**src/hdl/dgcc_ram.sv**
```systemverilog
// ----------------------------------------------------------------------------
// dgcc_ram
// simple dual-port ram, one write port, one read port with registered data
// ----------------------------------------------------------------------------
module dgcc_ram #(
  parameter int WIDTH = 64,
  parameter int DEPTH = 64,
  localparam int AW = (DEPTH > 1) ? $clog2(DEPTH) : 1
) (
  input  logic             clk,
  input  logic             we,
  input  logic [AW-1:0]    waddr,
  input  logic [WIDTH-1:0] wdata,
  input  logic [AW-1:0]    raddr,
  output logic [WIDTH-1:0] rdata
);

  logic [WIDTH-1:0] mem [DEPTH];

  always_ff @(posedge clk) begin
    if (we) begin
      mem[waddr] <= wdata;
    end
    rdata <= mem[raddr];
  end

endmodule

```
**config.mk**
```make
export PLATFORM = sky130hd
export DESIGN_NAME = dgcc_ram
export DESIGN_NICKNAME = d
export VERILOG_FILES = /design/src/hdl/dgcc_ram.sv
export SDC_FILE = /design/constraint.sdc
export NUM_CORES = 2
export LEC_CHECK = 0
export BUFFER_PORTS_ARGS = -buffer_cell sky130_fd_sc_hd__buf_2
export CELL_PAD_IN_SITES_DETAIL_PLACEMENT = 0
export CELL_PAD_IN_SITES_GLOBAL_PLACEMENT = 2
export CORE_MARGIN = 10
export CORE_UTILIZATION = 35
export DETAILED_ROUTE_END_ITERATION = 10
export PLACE_DENSITY = 0.57
export SKIP_CTS_REPAIR_TIMING = 1
export SLEW_MARGIN = 40
export SYNTH_ARGS = -nofsm -noshare
export SYNTH_HDL_FRONTEND = slang
export SYNTH_SLANG_ARGS = --single-unit
```
**constraint.sdc**
```tcl
create_clock -name clk -period 16 [get_ports clk]
set_input_delay 4 -clock clk [delete_from_list [all_inputs] [get_ports clk]]
set_output_delay 4 -clock clk [all_outputs]
set_load 0.02 [all_outputs]
```
# [Yosys cells after proc, flatten, opt, wreduce, memory -nomap -nowiden]
# Memory sizes are Yosys's and may differ from the RTL's. A register that Yosys moved wholly into a read port is not among the register bits.
# Cells that the tools add are included.
[totals] latchBits=0 memories=1 mem_bits_ro=0 word_cells=3 reg_bits=0 output_inout_bits=64 ram_bits=4096 inputBits=78
[mem_list] name="mem" words=64 word_bits=64 rd=1 rd_clocked_by_memory_dff=1 write_ports=1 line_no="18" rtl="logic [WIDTH-1:0] mem [DEPTH];"
[op_classes] mux=2 mul=0 n_lt_le_gt_ge=0 div_mod_pow=0 n_eq_ne=0 addsub=0 reduce_logical=0 bitwise_logic=0 shift=0
[op_table] op="1-bit two-way mux" n=2

# [Longest topological paths before layout]
[depth] depth_word=2 ltp_mapped=9 mapped_depth_nobuf=5

# [Worst setup path before layout]
# OpenSTA, ideal clock, no wires.
[synth_timing] path_kind="input to register" from="input port waddr[3]" to="memory mem[48][0], enable pin" required_time_ps=15436 arrival_ps=8872 slack_ps=6564 path_buffers=1 setup_time_ps=564 cell_stages=4 path_cell_list="clkbuf_1 -> nor2b_1 -> nand4b_1 -> nor3_1"
[synth_lines] element="from (decl)" line_no="12" rtl="input logic [AW-1:0] waddr,"
[synth_lines] element="to (decl)" line_no="18"
# No word-level cell before the write port.

==> run metrics <==
outcome=complete, no violations; Clock power frac=0.434; RD Place Congestion=0.747; clock buffer depth=4; VDD IR max=0.111 mV; worst slew pin tran=958 ps; achievable frequency=142 MHz; clock tree from TritonCTS=built; cell chain of the critical path=buf_8 -> buf_6 -> buf_4 -> buf_4 -> mux4_2 -> or3_1 -> a41oi_1 -> a211oi_1; top cell type's share of synthesized area=0.787; number of distinct library cells after synthesis=33; Setup crit end kind=flop; Final Power=0.0233 W; power per cell area=129 nW/um^2; Syn-to-layout area delta=15.5%; CTS Root Buffer Type=clkbuf_16; global-route usage over all layers=0.199; # DRC=0; post-layout min period=7060 ps; register area share after synthesis=0.795; Layout Nets=7142; drt via density=5.62; area leader, netlist=edfxtp_1; row cnt=245; met1 GRT Util=0.282; worst endpoint data arrival time=7880 ps; DRT iter0 DRCs=8386; static leakage=55.8 nW; Worst-Skew Late Latency=1040 ps; Total Wirelength=481000 microns; syn nets=6676; most used cell, CP=buf_4; pin count of the biggest net entering global routing=113; Fin Setup TNS=0 ps; Setup WS pre-CTS=7580 ps; peak per-stage delay on the critical path=720 ps; clock sinks=4160; number of max-cap violations=0; first-pass GRT wire length=659000 microns; average size of a mapped cell=23.7 sq um; M2 GR Usage=0.330; initial antenna violation count=40; CTS H-tree depth=5; period utilisation layout=0.442; type of the most critical hold path=reg -> reg; routed via count=75166; worst endpoint required time=16820 ps; share of post-route cells with drive strength above 1=0.291; Port Buffers=141; Seq pwr share=0.520; Final ANT Viol Nets=0; hold path cells=4; tightest hold margin=847 ps; Psw=0.00503 W; Die ar.=474000 sq um; Overflow after GRT=0; First-pass DRT Iterations=5; Ports=142; Slew headroom=0.361; final setup vio count=0; Logic pwr share=0.046; Fillers=38975; clock-pin slew on the worst setup and hold paths=60 ps; top cells by area, synth=edfxtp_1 79%, mux4_2 15%, mux2i_1 0.86%, dfxtp_1 0.82%, a22oi_1 0.81%; Final WS setup=8940 ps; HPWL Detailed=258000 microns; critical path startpoint category=input port; Final Hold Viols=0; Post-Syn Area=156000 sq um; Mapped Cells=6598; warnings from Yosys=0; Setup Crit Path Kind=in -> reg; Net Sw Frac=0.216; width of the chip=688 microns; internal power=0.0183 W; Worst Clk Skew=70.8 ps; RSZ-0062 raised after global routing=no; Die H=688 microns; WL/cell=36.0 microns; met3 Use GR=0.0289; R2R depth=5; layer with the highest usage=met2; core area=445000 sq um; Slew Limit Fails=0; worst-path fanout max=50; Yosys reg bits=4160; initial core utilization=0.351; vias in the first global route=77435; CTS buffer count=437; slowest library cell on the worst path=buf_4
[final cells by class]
type                    count  area (sq um)  area share
inverters                  19          71.3    0.000395
clock buffers             560         11700      0.0648
multi-input cells        2049         30800       0.171
repair buffers            397          3630      0.0201
flip-flops and latches   4160        124000       0.688
diodes                     12          30.0    0.000166
well taps                5928          7420      0.0411
clock inverters           256          2620      0.0145
[Yosys cell counts]
library cell	count
a41oi_1	26
and2_1	3
or2_2	28
a211oi_1	63
a31oi_1	18
nand4b_1	1
mux2i_1	135
nand2b_1	11
inv_1	19
o221ai_1	38
buf_6	6
o22ai_1	83
nor2b_1	28
buf_1	20
nor3_1	2
nor2_1	112
or3b_2	1
a22o_1	88
nand4_1	2
nand3b_1	2
dfxtp_1	64
or3_1	29
edfxtp_1	4096
clkbuf_1	140
a2bb2oi_1	19
nand2_1	58
and3_1	64
mux4_2	1024
nand3_1	45
a31o_1	1
buf_2	170
a22oi_1	168
buf_4	34
[metrics by stage]
step	utilization	cell area, sq um	std cells
after floorplan	-	156000	6598
after global routing	0.406	181000	13371
final	0.406	181000	13381
after detailed placement	0.373	166000	12546
after global placement	0.371	165000	12521
after CTS	0.405	180000	13362
[power groups by stage]
stage | registers (W) | clock network (W) | logic, W
finish | 0.0121 | 0.0101 | 0.00107
global route | 0.0121 | 0.0108 | 0.00114
CTS | 0.0121 | 0.0103 | 0.00109
detailed placement | 0.0124 | 0 | 0.00109
global placement | 0.0124 | 0 | 0.00106
floorplan | 0.0123 | 0 | 0.000562
[cells in the final DEF, fill, tap and decap left out, types with 12 or more instances in the layout]
| cell type | count |
|---|---|
| a211oi_1 | 63 |
| a22o_1 | 88 |
| a22oi_1 | 168 |
| a2bb2oi_1 | 19 |
| a31oi_1 | 18 |
| a41oi_1 | 26 |
| and3_1 | 64 |
| buf_12 | 19 |
| buf_16 | 19 |
| buf_2 | 78 |
| buf_4 | 229 |
| buf_6 | 44 |
| bufinv_16 | 42 |
| clkbuf_1 | 96 |
| clkbuf_16 | 440 |
| clkbuf_8 | 24 |
| clkinv_1 | 87 |
| clkinv_2 | 81 |
| clkinvlp_4 | 15 |
| dfxtp_1 | 64 |
| diode_2 | 12 |
| edfxtp_1 | 4096 |
| inv_1 | 19 |
| mux2i_1 | 135 |
| mux4_2 | 1024 |
| nand2_1 | 54 |
| nand3_1 | 44 |
| nor2_1 | 47 |
| nor2_4 | 65 |
| nor2b_1 | 24 |
| o221ai_1 | 38 |
| o22ai_1 | 83 |
| or2_2 | 28 |
| or3_1 | 28 |
[worst max-delay path, delay by kind of cell]
family          cells  cell delay (ps)
compound gates      2              660
buf+inv             4             2200
mux                 1              570
simple gates        1              310
[flip-flops by register name (all words and copies together), names as in the netlist]
name,count
mem,4096
rdata,64
[path summary, 6_finish.rpt]
path / from / endpoint / slack, ps
max: raddr[1] / rdata[36] / 8940
min: mem[60][28] / rdata[28] / 850
max reg2reg: mem[10][62] / rdata[62] / 13630
min reg2reg: mem[60][28] / rdata[28] / 850
[per-layer routing]
metal  vias up  wire, microns
met2      2519         236000
met4         8          10200
li1      29520              -
met5         -             43
met3       576          27500
met1     42543         207000
[cells by family after synthesis]
kind of cell	Yosys count	share of synthesized area
mux	1159	0.156
simple gates	386	0.0124
buf+inv	389	0.0118
compound gates	504	0.0248
flops	4160	0.795
No activity file was read; power rests on OpenSTA's default activity.
